$ cat src/hdl/sp2c_pkg.sv
// ----------------------------------------------------------------------------
// sp2c_pkg
// Shared types and constants for the scrolled planar-to-chunky converter.
// ----------------------------------------------------------------------------
package sp2c_pkg;

   localparam int MAX_PLANES  = 8;
   localparam int PIXELS      = 8;
   localparam int BYTE_WIDTH  = 8;
   localparam int SHIFT_WIDTH = 4;
   localparam int COUNT_WIDTH = 4;
   localparam int CSR_WIDTH   = 4;
   localparam int INDEX_WIDTH = 2;

   // Only the bits a window can still reach after the next byte shifts in:
   // window tops out at bit 15 + 7 = 22, of which 8 bits are the new byte.
   localparam int HIST_WIDTH  = (1 << SHIFT_WIDTH) - 1;
   localparam int WIDE_WIDTH  = HIST_WIDTH + BYTE_WIDTH;

   typedef enum logic [INDEX_WIDTH-1:0] {
      CSR_PLANE_COUNT = 2'd0,
      CSR_EVEN_SHIFT  = 2'd1,
      CSR_ODD_SHIFT   = 2'd2
   } csr_index_type;

   typedef struct packed {
      logic                  clear_history;
      logic [BYTE_WIDTH-1:0] plane0_byte;
      logic [BYTE_WIDTH-1:0] plane1_byte;
      logic [BYTE_WIDTH-1:0] plane2_byte;
      logic [BYTE_WIDTH-1:0] plane3_byte;
      logic [BYTE_WIDTH-1:0] plane4_byte;
      logic [BYTE_WIDTH-1:0] plane5_byte;
      logic [BYTE_WIDTH-1:0] plane6_byte;
      logic [BYTE_WIDTH-1:0] plane7_byte;
   } req_word_type;

   typedef struct packed {
      logic [BYTE_WIDTH-1:0] pixel_0;
      logic [BYTE_WIDTH-1:0] pixel_1;
      logic [BYTE_WIDTH-1:0] pixel_2;
      logic [BYTE_WIDTH-1:0] pixel_3;
      logic [BYTE_WIDTH-1:0] pixel_4;
      logic [BYTE_WIDTH-1:0] pixel_5;
      logic [BYTE_WIDTH-1:0] pixel_6;
      logic [BYTE_WIDTH-1:0] pixel_7;
   } rsp_word_type;

endpackage

$ cat src/hdl/sp2c_if.sv
// ----------------------------------------------------------------------------
// sp2c request / response channels
// Valid/ready stream interfaces carrying one word per handshake.
// ----------------------------------------------------------------------------
interface sp2c_req_if;
   logic                  valid;
   logic                  ready;
   sp2c_pkg::req_word_type data;

   modport source (output valid, output data, input ready);
   modport sink   (input valid, input data, output ready);
endinterface

interface sp2c_rsp_if;
   logic                  valid;
   logic                  ready;
   sp2c_pkg::rsp_word_type data;

   modport source (output valid, output data, input ready);
   modport sink   (input valid, input data, output ready);
endinterface

$ cat src/hdl/scrolled_planar_to_chunky_top.sv
// ----------------------------------------------------------------------------
// scrolled_planar_to_chunky_top
// Scrolled planar-to-chunky converter: per-plane byte history, scroll window
// select and 8x8 bit transpose into eight chunky pixels.
// ----------------------------------------------------------------------------
// Path: an accepted req word loads the input register, then passes to the
//   result register when it is empty or being drained; rsp is then valid.
// Throughput: 1 word per cycle unless rsp.ready stalls; the history update
//   loops on the plane history registers only, so words stream at full rate.
// Reset (synchronous, active high): histories zero, plane_count 8, both
//   scroll delays 0, both pipeline stages empty.
module scrolled_planar_to_chunky_top (
   input  logic                              clock,
   input  logic                              reset,
   sp2c_req_if.sink                          req,
   sp2c_rsp_if.source                        rsp,
   input  logic                              csr_write_enable,
   input  logic [sp2c_pkg::INDEX_WIDTH-1:0]  csr_index,
   input  logic [sp2c_pkg::CSR_WIDTH-1:0]    csr_write_data
);

   localparam int NP = sp2c_pkg::MAX_PLANES;
   localparam int BW = sp2c_pkg::BYTE_WIDTH;
   localparam int HW = sp2c_pkg::HIST_WIDTH;
   localparam int WW = sp2c_pkg::WIDE_WIDTH;

   // ---------------------------------------------------------------- config
   logic [sp2c_pkg::COUNT_WIDTH-1:0] plane_count_ff;
   logic [sp2c_pkg::SHIFT_WIDTH-1:0] even_shift_ff;
   logic [sp2c_pkg::SHIFT_WIDTH-1:0] odd_shift_ff;

   always_ff @(posedge clock) begin
      if (reset) begin
         plane_count_ff <= sp2c_pkg::COUNT_WIDTH'(NP);
         even_shift_ff  <= '0;
         odd_shift_ff   <= '0;
      end else if (csr_write_enable) begin
         case (sp2c_pkg::csr_index_type'(csr_index))
            sp2c_pkg::CSR_PLANE_COUNT: plane_count_ff <= csr_write_data;
            sp2c_pkg::CSR_EVEN_SHIFT:  even_shift_ff  <= csr_write_data;
            sp2c_pkg::CSR_ODD_SHIFT:   odd_shift_ff   <= csr_write_data;
            default: ;  // writes past the register list are dropped
         endcase
      end
   end

   // Counts above the plane limit behave as the limit.
   logic [sp2c_pkg::COUNT_WIDTH-1:0] active_count;
   assign active_count = (plane_count_ff > sp2c_pkg::COUNT_WIDTH'(NP))
                         ? sp2c_pkg::COUNT_WIDTH'(NP) : plane_count_ff;

   // ------------------------------------------------------- pipeline control
   // Stage 1 is the input register, stage 2 the result register. Stage 1
   // hands over when the result register is empty or being drained.
   logic                   s1_valid_ff;
   sp2c_pkg::req_word_type s1_data_ff;
   logic                   rsp_valid_ff;
   sp2c_pkg::rsp_word_type rsp_data_ff;
   logic                   out_free;
   logic                   s1_move;
   logic                   req_take;

   assign out_free  = !rsp_valid_ff || rsp.ready;
   assign s1_move   = s1_valid_ff && out_free;
   assign req.ready = !s1_valid_ff || out_free;
   assign req_take  = req.valid && req.ready;

   always_ff @(posedge clock) begin
      if (reset) begin
         s1_valid_ff <= 1'b0;
      end else if (req.ready) begin
         s1_valid_ff <= req.valid;
      end
   end

   always_ff @(posedge clock) begin
      if (req_take) begin
         s1_data_ff <= req.data;
      end
   end

   // --------------------------------------------------------- plane datapath
   logic [NP-1:0][BW-1:0] plane_bytes;
   logic [NP-1:0][HW-1:0] hist_ff;
   logic [NP-1:0][HW-1:0] hist_in;
   logic [NP-1:0][BW-1:0] window;
   sp2c_pkg::rsp_word_type rsp_data_in;

   assign plane_bytes[0] = s1_data_ff.plane0_byte;
   assign plane_bytes[1] = s1_data_ff.plane1_byte;
   assign plane_bytes[2] = s1_data_ff.plane2_byte;
   assign plane_bytes[3] = s1_data_ff.plane3_byte;
   assign plane_bytes[4] = s1_data_ff.plane4_byte;
   assign plane_bytes[5] = s1_data_ff.plane5_byte;
   assign plane_bytes[6] = s1_data_ff.plane6_byte;
   assign plane_bytes[7] = s1_data_ff.plane7_byte;

   // Clear empties every plane, then active planes shift in their byte.
   // Inactive planes keep (possibly cleared) history and give a zero window.
   always_comb begin
      logic [HW-1:0]                    base;
      logic [WW-1:0]                    wide;
      logic [sp2c_pkg::SHIFT_WIDTH-1:0] sh;
      for (int p = 0; p < NP; p++) begin
         base = s1_data_ff.clear_history ? '0 : hist_ff[p];
         wide = {base, plane_bytes[p]};
         sh   = p[0] ? odd_shift_ff : even_shift_ff;
         if (sp2c_pkg::COUNT_WIDTH'(p) < active_count) begin
            hist_in[p] = wide[HW-1:0];
            window[p]  = BW'(wide >> sh);
         end else begin
            hist_in[p] = base;
            window[p]  = '0;
         end
      end
   end

   always_ff @(posedge clock) begin
      if (reset) begin
         hist_ff <= '0;
      end else if (s1_move) begin
         hist_ff <= hist_in;
      end
   end

   // Transpose: pixel i bit p is window p bit (7 - i); pixel 0 is leftmost.
   always_comb begin
      logic [sp2c_pkg::PIXELS-1:0][BW-1:0] pix;
      for (int i = 0; i < sp2c_pkg::PIXELS; i++) begin
         for (int p = 0; p < NP; p++) begin
            pix[i][p] = window[p][BW-1-i];
         end
      end
      rsp_data_in.pixel_0 = pix[0];
      rsp_data_in.pixel_1 = pix[1];
      rsp_data_in.pixel_2 = pix[2];
      rsp_data_in.pixel_3 = pix[3];
      rsp_data_in.pixel_4 = pix[4];
      rsp_data_in.pixel_5 = pix[5];
      rsp_data_in.pixel_6 = pix[6];
      rsp_data_in.pixel_7 = pix[7];
   end

   // -------------------------------------------------------- result register
   always_ff @(posedge clock) begin
      if (reset) begin
         rsp_valid_ff <= 1'b0;
      end else if (out_free) begin
         rsp_valid_ff <= s1_valid_ff;
      end
   end

   always_ff @(posedge clock) begin
      if (s1_move) begin
         rsp_data_ff <= rsp_data_in;
      end
   end

   assign rsp.valid = rsp_valid_ff;
   assign rsp.data  = rsp_data_ff;

   // ------------------------------------------------------------- assertions
   // History only moves when a word passes into the result register.
   a_hist_hold: assert property (@(posedge clock) disable iff (reset)
      !s1_move |=> $stable(hist_ff))
      else $error("plane history changed with no word moving");

   // A word leaving stage 1 always shows up as a valid result next cycle.
   a_move_lands: assert property (@(posedge clock) disable iff (reset)
      s1_move |=> rsp.valid)
      else $error("word from input register lost");

   // With no active planes every pixel of the result is zero.
   a_zero_planes: assert property (@(posedge clock) disable iff (reset)
      s1_move && (active_count == '0) |=> (rsp.data == '0))
      else $error("nonzero pixels with no active planes");

   // Stage 1 only accepts when it is empty or draining.
   a_no_overwrite: assert property (@(posedge clock) disable iff (reset)
      s1_valid_ff && !out_free |-> !req_take)
      else $error("input register overwritten while stalled");

endmodule
$ cat src/flat_wrapper.sv
// flat-port wrapper written by rule: the top's interface ports become plain ports
module scrolled_planar_to_chunky_top_flat 
  (clock, reset, csr_write_enable, csr_index, csr_write_data, req_valid, req_data, req_ready, rsp_valid, rsp_data, rsp_ready);
  sp2c_req_if req_i ();
  sp2c_rsp_if rsp_i ();
  input  logic clock;
  input  logic reset;
  input  logic csr_write_enable;
  input  logic [sp2c_pkg::INDEX_WIDTH-1:0] csr_index;
  input  logic [sp2c_pkg::CSR_WIDTH-1:0] csr_write_data;
  input wire logic [$bits(req_i.valid)-1:0] req_valid;
  input wire logic [$bits(req_i.data)-1:0] req_data;
  output wire logic [$bits(req_i.ready)-1:0] req_ready;
  output wire logic [$bits(rsp_i.valid)-1:0] rsp_valid;
  output wire logic [$bits(rsp_i.data)-1:0] rsp_data;
  input wire logic [$bits(rsp_i.ready)-1:0] rsp_ready;
  assign req_i.valid = req_valid;
  assign req_i.data = req_data;
  assign req_ready = req_i.ready;
  assign rsp_valid = rsp_i.valid;
  assign rsp_data = rsp_i.data;
  assign rsp_i.ready = rsp_ready;
  scrolled_planar_to_chunky_top u_core (.clock(clock), .reset(reset), .req(req_i), .rsp(rsp_i), .csr_write_enable(csr_write_enable), .csr_index(csr_index), .csr_write_data(csr_write_data));
endmodule
$ cat config.mk
export PLATFORM = sky130hd
export DESIGN_NAME = scrolled_planar_to_chunky_top_flat
export DESIGN_NICKNAME = d
export VERILOG_FILES = /design/src/hdl/sp2c_pkg.sv /design/src/hdl/sp2c_if.sv /design/src/hdl/scrolled_planar_to_chunky_top.sv /design/src/flat_wrapper.sv
export SDC_FILE = /design/constraint.sdc
export NUM_CORES = 1
export LEC_CHECK = 0
export CAP_MARGIN = 20
export CORE_MARGIN = 2
export CORE_UTILIZATION = 58
export CTS_CLUSTER_DIAMETER = 60
export DETAILED_ROUTE_END_ITERATION = 10
export DONT_BUFFER_PORTS = 1
export MAX_ROUTING_LAYER = met4
export PLACE_DENSITY_LB_ADDON = 0.15
export SYNTH_ARGS = -nofsm -noshare
export SYNTH_HDL_FRONTEND = slang
export SYNTH_SLANG_ARGS = --single-unit
export TNS_END_PERCENT = 30
$ cat constraint.sdc
create_clock -name clock -period 4.3 [get_ports clock]
set_input_delay 0.86 -clock clock [delete_from_list [all_inputs] [get_ports clock]]
set_output_delay 0.86 -clock clock [all_outputs]
set_load 0.01 [all_outputs]
Word level (Yosys, flattened, before mapping). Cells that the tools add are included.

Bits in registers: 263. Input port bits: 76. Output and inout bits: 66. Word-level logic and storage cells: 132.

Magnitude comparators: 9. Equal/unequal tests: 2. Shift-type cells: 8. Multiplexer cells: 17. Reduce and logical (&&, ||, !) cells: 10.

Operator list (number): $mux W15 (16); $shr A23 B4 Y8 (8); $lt A3 B4 Y1 const A (4); $lt A1 B4 Y1 const A (2); $lt A2 B4 Y1 const A (2); $reduce_and A2 Y1 (3); $gt A4 B4 Y1 const B (1); $mux W4 (1); $eq A2 B1 Y1 const B (1); $eq A2 B2 Y1 const B (1); $logic_and A1 B1 Y1 (2); $logic_not A1 Y1 (2); $logic_not A2 Y1 (1); $logic_or A1 B1 Y1 (2).

Logic depth before layout (Yosys ltp). Gate-level depths: netlist of run 1.

Depth after elaboration: 4. Gate-level depth with buffers: 8.

Worst setup path before layout of run 1. OpenSTA, ideal clock, no wires.

Kind: input to register. Start: input rsp_ready. End: register u_core.rsp_data_ff, in the netlist u_core.rsp.data[0] (enable). Setup time: 0.487 ns. Arrival time: 3.839 ns. Data required time: 3.813 ns. Slack: -0.025 ns. Cell stages on the path: 3. Path buffers: 1. Cells stage by stage: nor2b_1 > clkbuf_1 > nor2_1.

Cells in the longest elaborated chain, start to end: 2.

Ends and longest elaborated chain: start: declaration (line flat_wrapper.sv:16) `input wire logic [$bits(rsp_i.ready)-1:0] rsp_ready;`; $logic_or A1 B1 Y1 (line scrolled_planar_to_chunky_top.sv:63) `assign out_free = !rsp_valid_ff || rsp.ready;`; $logic_and A1 B1 Y1 (line scrolled_planar_to_chunky_top.sv:64) `assign s1_move = s1_valid_ff && out_free;`; net u_core.s1_move (line scrolled_planar_to_chunky_top.sv:60) `logic s1_move;`; end signal: assignment (line scrolled_planar_to_chunky_top.sv:155) `rsp_data_ff <= rsp_data_in;`; end: declaration (line scrolled_planar_to_chunky_top.sv:58) `sp2c_pkg::rsp_word_type rsp_data_ff;`.

The timed path passes the listed nets, and every way through them passes these cells. A chain may end at the register's enable or synchronous reset.

Final worst setup path of run 1.
Start: register u_core.odd_shift_ff[2] in the netlist's numbering. End: register u_core.rsp_data_ff, in the netlist u_core.rsp.data[13], data pin.

Cells in the longest elaborated chain, start to end: 1.

Ends and longest elaborated chain: start: declaration (line scrolled_planar_to_chunky_top.sv:30) `logic [sp2c_pkg::SHIFT_WIDTH-1:0] odd_shift_ff;`; start signal: assignment (line scrolled_planar_to_chunky_top.sv:41) `sp2c_pkg::CSR_ODD_SHIFT: odd_shift_ff <= csr_write_data;`; $shr A23 B4 Y8 (line scrolled_planar_to_chunky_top.sv:110) `window[p] = BW'(wide >> sh);`.

Every way passes these cells.

==> results.json, run 1 <==
{
  "initial_core_util_pct": 58.9,
  "period_needed_ps": 2890,
  "cts_setup_buffers": 0,
  "grt_pass1_wl_um": 64700,
  "p_total_uw": 6110,
  "synth_xor_area_share_pct": 0,
  "synth_flop_cell": "dfxtp_1",
  "chipWidth_um": 167,
  "async_flop_share_pct": 0,
  "grt.met3_usage_pct": 6.06,
  "path_class": "register to register",
  "crit_path_end_kind": "register",
  "leakage_uw": 0.00523,
  "required_ps": 4600,
  "fp.dieH_um": 167,
  "yosys_register_bits": 263,
  "post-synth-top-area-cell": "edfxtp_1",
  "antenna_found_initial": 0,
  "dr.first_iter.drc_count": 1535,
  "yosysSeqAreaShare_pct": 42.7,
  "synth_simple_gate_area_share_pct": 10.2,
  "synthTopCellsByArea": "edfxtp_1 25%, dfxtp_1 17%, mux4_2 17%",
  "vdd_drop_max_mv": 0.416,
  "first_pass_iters": 6,
  "htree_levels": 1,
  "dieArea_sq_um": 27800,
  "synth_adder_area_share_pct": 0,
  "start_kind": "register",
  "num_vias": 11700,
  "grt_max_degree": 135,
  "cts_resized": 0,
  "syn-num-nets": 1388,
  "antennaDiodeCount": 0,
  "grtUsageTotal_pct": 29.9,
  "cts_tree": "built",
  "period_share_pct": 67.1,
  "finalSetupTns_ps": 0,
  "cp_data_arrival_time_ps": 3190,
  "maxCapViolations": 0,
  "grt.busiest_layer": "met1",
  "power_density_nw_per_um2": 374,
  "vias_per_cell": 7.26,
  "drv_slew": 0,
  "met2_usage_pct": 41.4,
  "place.gp.congestion": 0.898,
  "row_count": 59,
  "finClkSkew_ps": 12.7,
  "maxSlewHeadroom_pct": 26.8,
  "syn_inst": 1312,
  "setup_viol": 0,
  "synth_edf_count": 129,
  "grt_overflow": 0,
  "synthMuxAreaShare_pct": 28.4,
  "numCtsBuffers": 29,
  "port_buffers": 0,
  "synth.avg_cell_area_sq_um": 11.7,
  "ys_types": 61,
  "dp_hpwl_um": 27900,
  "nets": 1328,
  "ant_nets": 0,
  "cts_sinks": 263,
  "area_growth_pct": 6.55,
  "fmax_ghz": 0.347,
  "clock_latency_ps": 560,
  "rsz0062_at_grt": "false",
  "clockBufferDepth": 3,
  "hold_violations": 0,
  "clockRootBuffer": "clkbuf_16",
  "path_max_fanout": 31,
  "ios": 142,
  "yosys_warnings": 0,
  "synth_top_area_share_pct": 25.2,
  "drc": 0,
  "synth-compound-area-share_pct": 14.5,
  "avgRoutedWirePerCell_um": 25.7,
  "clk_transition_reported_paths_ps": 60,
  "cts_hold_buf": 0,
  "wirelength_um": 41300,
  "status": "complete, no violations",
  "synth_top_family_by_area": "multiplexers",
  "grt_pass1_vias": 10900,
  "coreArea_sq_um": 26100,
  "min_path_type": "input pin to register",
  "synth_area_sq_um": 15400,
  "grt_util_met1_pct": 45.2,
  "drive_gt1_share_pct": 18.1,
  "worstMarginPinSlew_ps": 1100
}
==> layer usage <==
layer / part of all wire [%] / vias up
met5: 0 / -
met4: 2.1 / 0
met3: 10 / 72
met2: 43 / 731
met1: 44 / 5777
li1: - / 5107
==> layout by cell type, fill, tap and decap left out, types with 5 or more instances in the layout <==
master       n
mux2i_1    166
nor2_1     165
a22oi_1    133
edfxtp_1   129
dfxtp_1    128
mux4_2     117
nand2_1     61
o22ai_1     41
clkbuf_16   32
a21oi_1     23
buf_4       23
nor3_1      18
a211oi_1    15
nor2b_1     14
o21ai_0     13
and2_1      12
nand2b_1    11
nand3_1     10
a221o_1      8
o32ai_1      8
o221ai_1     8
nor4_2       7
clkinv_1     7
a221oi_1     7
a32oi_1      7
nor4_1       6
nand3b_1     6
o211ai_1     6
a31oi_1      6
mux2_2       6
a211o_1      5
or2_2        5
==> Yosys cell counts, drive strengths merged (10+ instances only) <==
| cell | n |
|---|---|
| mux2i | 166 |
| nor2 | 166 |
| dfxtp | 134 |
| a22oi | 133 |
| edfxtp | 129 |
| mux4 | 117 |
| buf | 78 |
| nand2 | 61 |
| o22ai | 41 |
| clkbuf | 37 |
| a21oi | 23 |
| nor3 | 19 |
| a211oi | 17 |
| and2 | 15 |
| nor2b | 15 |
| o21ai | 15 |
| nor4 | 13 |
| nand2b | 11 |
| nand3 | 10 |
==> critical path: stages, from the launching register on <==
cell      delay, ps
dfxtp_2         740
clkinv_1        800
buf_4           470
mux4_2          350
nor2_1           40
a211o_1         230
==> final timing paths <==
check,from,endpoint,slack [ps],cells after the start
setup / recovery,u_core.odd_shift_ff[2]$_SDFFE_PP0P_,u_core.rsp.data[13]$_SDFFCE_PN0P_,1410,5
hold reg to reg,u_core.hist_ff[89]$_SDFFE_PP0P_,u_core.hist_ff[89]$_SDFFE_PP0P_,510,2
setup reg to reg,u_core.odd_shift_ff[2]$_SDFFE_PP0P_,u_core.rsp.data[13]$_SDFFCE_PN0P_,1410,5
hold / removal,reset,u_core.s1_valid_ff$_SDFFE_PP0N_,380,1
==> area by class of cell <==
type,count,area (sq um)
Fill cell,2042,9700
Multi-Input combinational cell,923,8160
Sequential cell,263,6570
Clock buffer,40,871
Tap cell,335,419
Timing Repair Buffer,24,193
Clock inverter,13,98.8
Inverter,11,41.3
==> registers in the layout, indices dropped and copies added, names as in the netlist <==
signal,flops
u_core.s1_data_ff,1
u_core.hist_ff,120
u_core.odd_shift_ff,4
u_core.plane_bytes,64
u_core.rsp.data,64
u_core.rsp.valid,1
u_core.even_shift_ff,4
u_core.s1_valid_ff,1
u_core.plane_count_ff,4
==> where the power goes <==
group	switching [uW]	internal (uW)	leakage, uW
Combinational	345	304	0.00242
Clock	1010	1470	0.000478
Sequential	199	2770	0.00233
==> through the flow <==
| stage | cells | area (sq um) | utilization (%) | hold WS (ps) | worst slack [ps] |
|---|---|---|---|---|---|
| floorplan | 1312 | 15400 | - | 460 | 1010 |
| global placement | 1553 | 15400 | 59.0 | 492 | 1470 |
| detailed placement | 1554 | 15400 | 59.0 | 507 | 1440 |
| CTS | 1607 | 16300 | 62.7 | 362 | 1430 |
| global route | 1609 | 16400 | 62.8 | 364 | 1210 |
| finish | 1609 | 16400 | 62.8 | 376 | 1410 |
==> logic make-up (layout without fill, tap and decap cells) <==
family	count (synthesis)	count (layout)
AO/OA/AOI/OAI	300	300
AND/OR/NAND/NOR	334	334
flip-flops	263	263
buffers and inverters	126	88
multiplexers	289	289
No activity file was read; power rests on OpenSTA's default activity.
==> run 2: changes to the inputs <==
--- a/config.mk
+++ b/config.mk
@@ -5,6 +5,7 @@
 export SDC_FILE = /design/constraint.sdc
 export NUM_CORES = 1
 export LEC_CHECK = 0
+export ABC_AREA = 1
 export CAP_MARGIN = 20
 export CORE_MARGIN = 2
 export CORE_UTILIZATION = 58
==> constraint.sdc (replaced) <==
create_clock -name clock -period 2.6 [get_ports clock]
set_input_delay 0.52 -clock clock [delete_from_list [all_inputs] [get_ports clock]]
set_output_delay 0.52 -clock clock [all_outputs]
set_load 0.01 [all_outputs]
==> run 2 against run 1 <==
First-iteration DRC count up 30%. Worst hold slack worse by 310 ps. Clock power up 94%. Maximum frequency up 31%. Via count up 48%. Die area up 10%. Synthesized cell count up 91%. Sequential share of layout area down 3.9 points. Clock-buffer cell count up 9. Final area up 10%. Sequential power up 69%. Critical path type unchanged. Highest routed layer unchanged.
==> results.json, run 2 <==
{
  "status": "complete, no violations",
  "power_density_nw_per_um2": 651,
  "coreArea_sq_um": 28800,
  "regMostFlops": "u_core.hist_ff",
  "cts_tree": "built",
  "avgRoutedWirePerCell_um": 17.3,
  "synth_top_area_share_pct": 23.1,
  "clock_latency_ps": 520,
  "rr_worst_depth": 7,
  "grtUsageTotal_pct": 32.0,
  "fmax_ghz": 0.453,
  "grt_max_degree": 91,
  "fp.dieH_um": 175,
  "cp_data_arrival_time_ps": 2670,
  "path_max_fanout": 26,
  "fin_cells": 2787,
  "vdd_drop_max_mv": 0.579,
  "ios": 142,
  "mostFrequentLayoutCell": "nand3_1",
  "dp_hpwl_um": 31200,
  "antenna_found_initial": 0,
  "yosys_register_bits": 263,
  "initial_core_util_pct": 58.9,
  "path_cells": "nor2_8 -> nand2_2 -> inv_1 -> nand3_1 -> nand3_1 -> o211ai_1 -> inv_1",
  "r2r_slack_ps": 390,
  "synth_common_cells": "783 x nand3_1, 712 x nand2_1, 158 x inv_1",
  "period_share_pct": 84.9,
  "worstHoldPathCells": 1,
  "leakage_uw": 0.00776,
  "largest_reg_flops": 120,
  "synth.avg_cell_area_sq_um": 6.76,
  "dieArea_sq_um": 30600,
  "cts_sinks": 263,
  "rsz0062_at_grt": "false",
  "maxCapViolations": 0,
  "synth_area_sq_um": 17000,
  "hold_violations": 0,
  "place.gp.congestion": 0.927,
  "required_ps": 3070,
  "clockBufferDepth": 3,
  "worstMarginPinSlew_ps": 883,
  "hp-start": "reset",
  "grt_pass1_wl_um": 78900,
  "hold-worst-slack_ps": 65.8,
  "cts_setup_buffers": 0,
  "clockRootBuffer": "clkbuf_16",
  "post-synth-top-area-cell": "nand3_1",
  "syn-num-nets": 2584,
  "synthTopCellsByArea": "nand3_1 23%, edfxtp_1 23%, dfxtp_1 16%",
  "syn_inst": 2508,
  "drc": 0,
  "timing.rr.start": "u_core.plane_count_ff[3]$_SDFFE_PP1P_",
  "ys_types": 26,
  "grt_pass1_vias": 15600,
  "finalSetupTns_ps": 0,
  "synth_edf_count": 129,
  "placed_cells": 2723,
  "area_growth_pct": 6.54,
  "yosysSeqAreaShare_pct": 38.7,
  "antennaDiodeCount": 0,
  "crit_path_end_kind": "register",
  "async_flop_share_pct": 0,
  "maxSlewHeadroom_pct": 41.1,
  "r2r-end": "u_core.hist_ff[32]$_SDFFE_PP0P_",
  "final_cell_mix": "783 x nand3_1, 712 x nand2_1, 156 x inv_1",
  "drive_gt1_share_pct": 5.33,
  "period_needed_ps": 2210,
  "ant_nets": 0,
  "yosys_warnings": 0,
  "chipWidth_um": 175,
  "vias_per_cell": 6.20,
  "nets": 2453,
  "nFillCells": 2639,
  "holdPathEnd": "u_core.rsp.valid$_SDFFE_PP0P_",
  "path_class": "register to register",
  "min_path_type": "input pin to register",
  "cts_hold_buf": 0,
  "synth.most_common_cell": "nand3_1",
  "num_vias": 17300,
  "setup_viol": 0,
  "first_pass_iters": 6,
  "finClkSkew_ps": 11.2,
  "cpPeakStageDelay_ps": 590,
  "grt_overflow": 0,
  "wirelength_um": 48300,
  "slowest_stage": "inv_1",
  "start_kind": "register",
  "clk_transition_reported_paths_ps": 60,
  "numCtsBuffers": 36,
  "htree_levels": 2,
  "synth_flop_cell": "dfxtp_1",
  "drv_slew": 0,
  "cts_resized": 0,
  "row_count": 62,
  "port_buffers": 0,
  "dr.first_iter.drc_count": 1997
}
## run 2: cell types whose count changed after synthesis, sizes merged, moves of 96 or more
cell / before / now
a22oi: 133 / 0
o211ai: 8 / 104
nand3: 10 / 783
inv: 8 / 171
mux4: 117 / 0
mux2i: 166 / 0
nand2: 61 / 715
## run 2: metal layers
metal	GRT usage, %	share of wire [%]	vias to the layer above
met5	-	0	-
met3	5.24	8.9	139
met1	42.4	42	7929
met4	11.6	3.4	0
met2	49.7	46	901
li1	-	-	8315
## run 2: worst max path at each step
stage,end,slack (ps),startpoint,cells past startpoint
3_3_place_gp,u_core.hist_ff[30]$_SDFFE_PP0P_,520,u_core.plane_count_ff[3]$_SDFFE_PP1P_,7
2_1_floorplan,u_core.plane_bytes[0]$_DFFE_PP_,100,rsp_ready,4
6_report,u_core.hist_ff[32]$_SDFFE_PP0P_,390,u_core.plane_count_ff[3]$_SDFFE_PP1P_,7
3_5_place_dp,u_core.hist_ff[37]$_SDFFE_PP0P_,460,u_core.plane_count_ff[3]$_SDFFE_PP1P_,7
5_1_grt,u_core.hist_ff[37]$_SDFFE_PP0P_,200,u_core.plane_count_ff[3]$_SDFFE_PP1P_,7
4_1_cts,u_core.hist_ff[32]$_SDFFE_PP0P_,420,u_core.plane_count_ff[3]$_SDFFE_PP1P_,7
## run 2: cell families after synthesis
logic type / share of synthesized area (%)
flip-flops: 38.7
buffers and inverters: 10.2
AND/OR/NAND/NOR: 40.9
AO/OA/AOI/OAI: 10.2
## run 2: layout make-up
class	instances	area, sq um	area share, %
multi-input combinational	1858	8670	48.0
sequential	263	6560	36.3
clock buffer	49	1040	5.73
inverter	172	652	3.61
timing repair buffer	46	533	2.95
tap	384	480	2.66
clock inverter	15	131	0.727
## run 2: worst max-delay path, delay by kind of cell (launching register included)
family / cells / cell delay [ps]
AND/OR/NAND/NOR: 4 / 1010
buffers and inverters: 2 / 650
flip-flops: 1 / 410
AO/OA/AOI/OAI: 1 / 80
## run 2: per-stage QoR
step / total power (uW) / setup slack (ps) / util [%] / instance area (sq um)
final: 11800 / 393 / 62.8 / 18100
after floorplan: 6500 / 99.6 / - / 17000
after detailed placement: 6960 / 456 / 58.7 / 16900
after global placement: 6920 / 523 / 58.7 / 16900
after CTS: 11800 / 417 / 62.8 / 18100
after global routing: 12300 / 204 / 62.8 / 18100
## run 2: where the power goes
group	switching [uW]	internal (uW)	total, uW
registers	312	4710	5020
clock network	1840	2990	4830
logic	1270	628	1900
total	3430	8330	11800
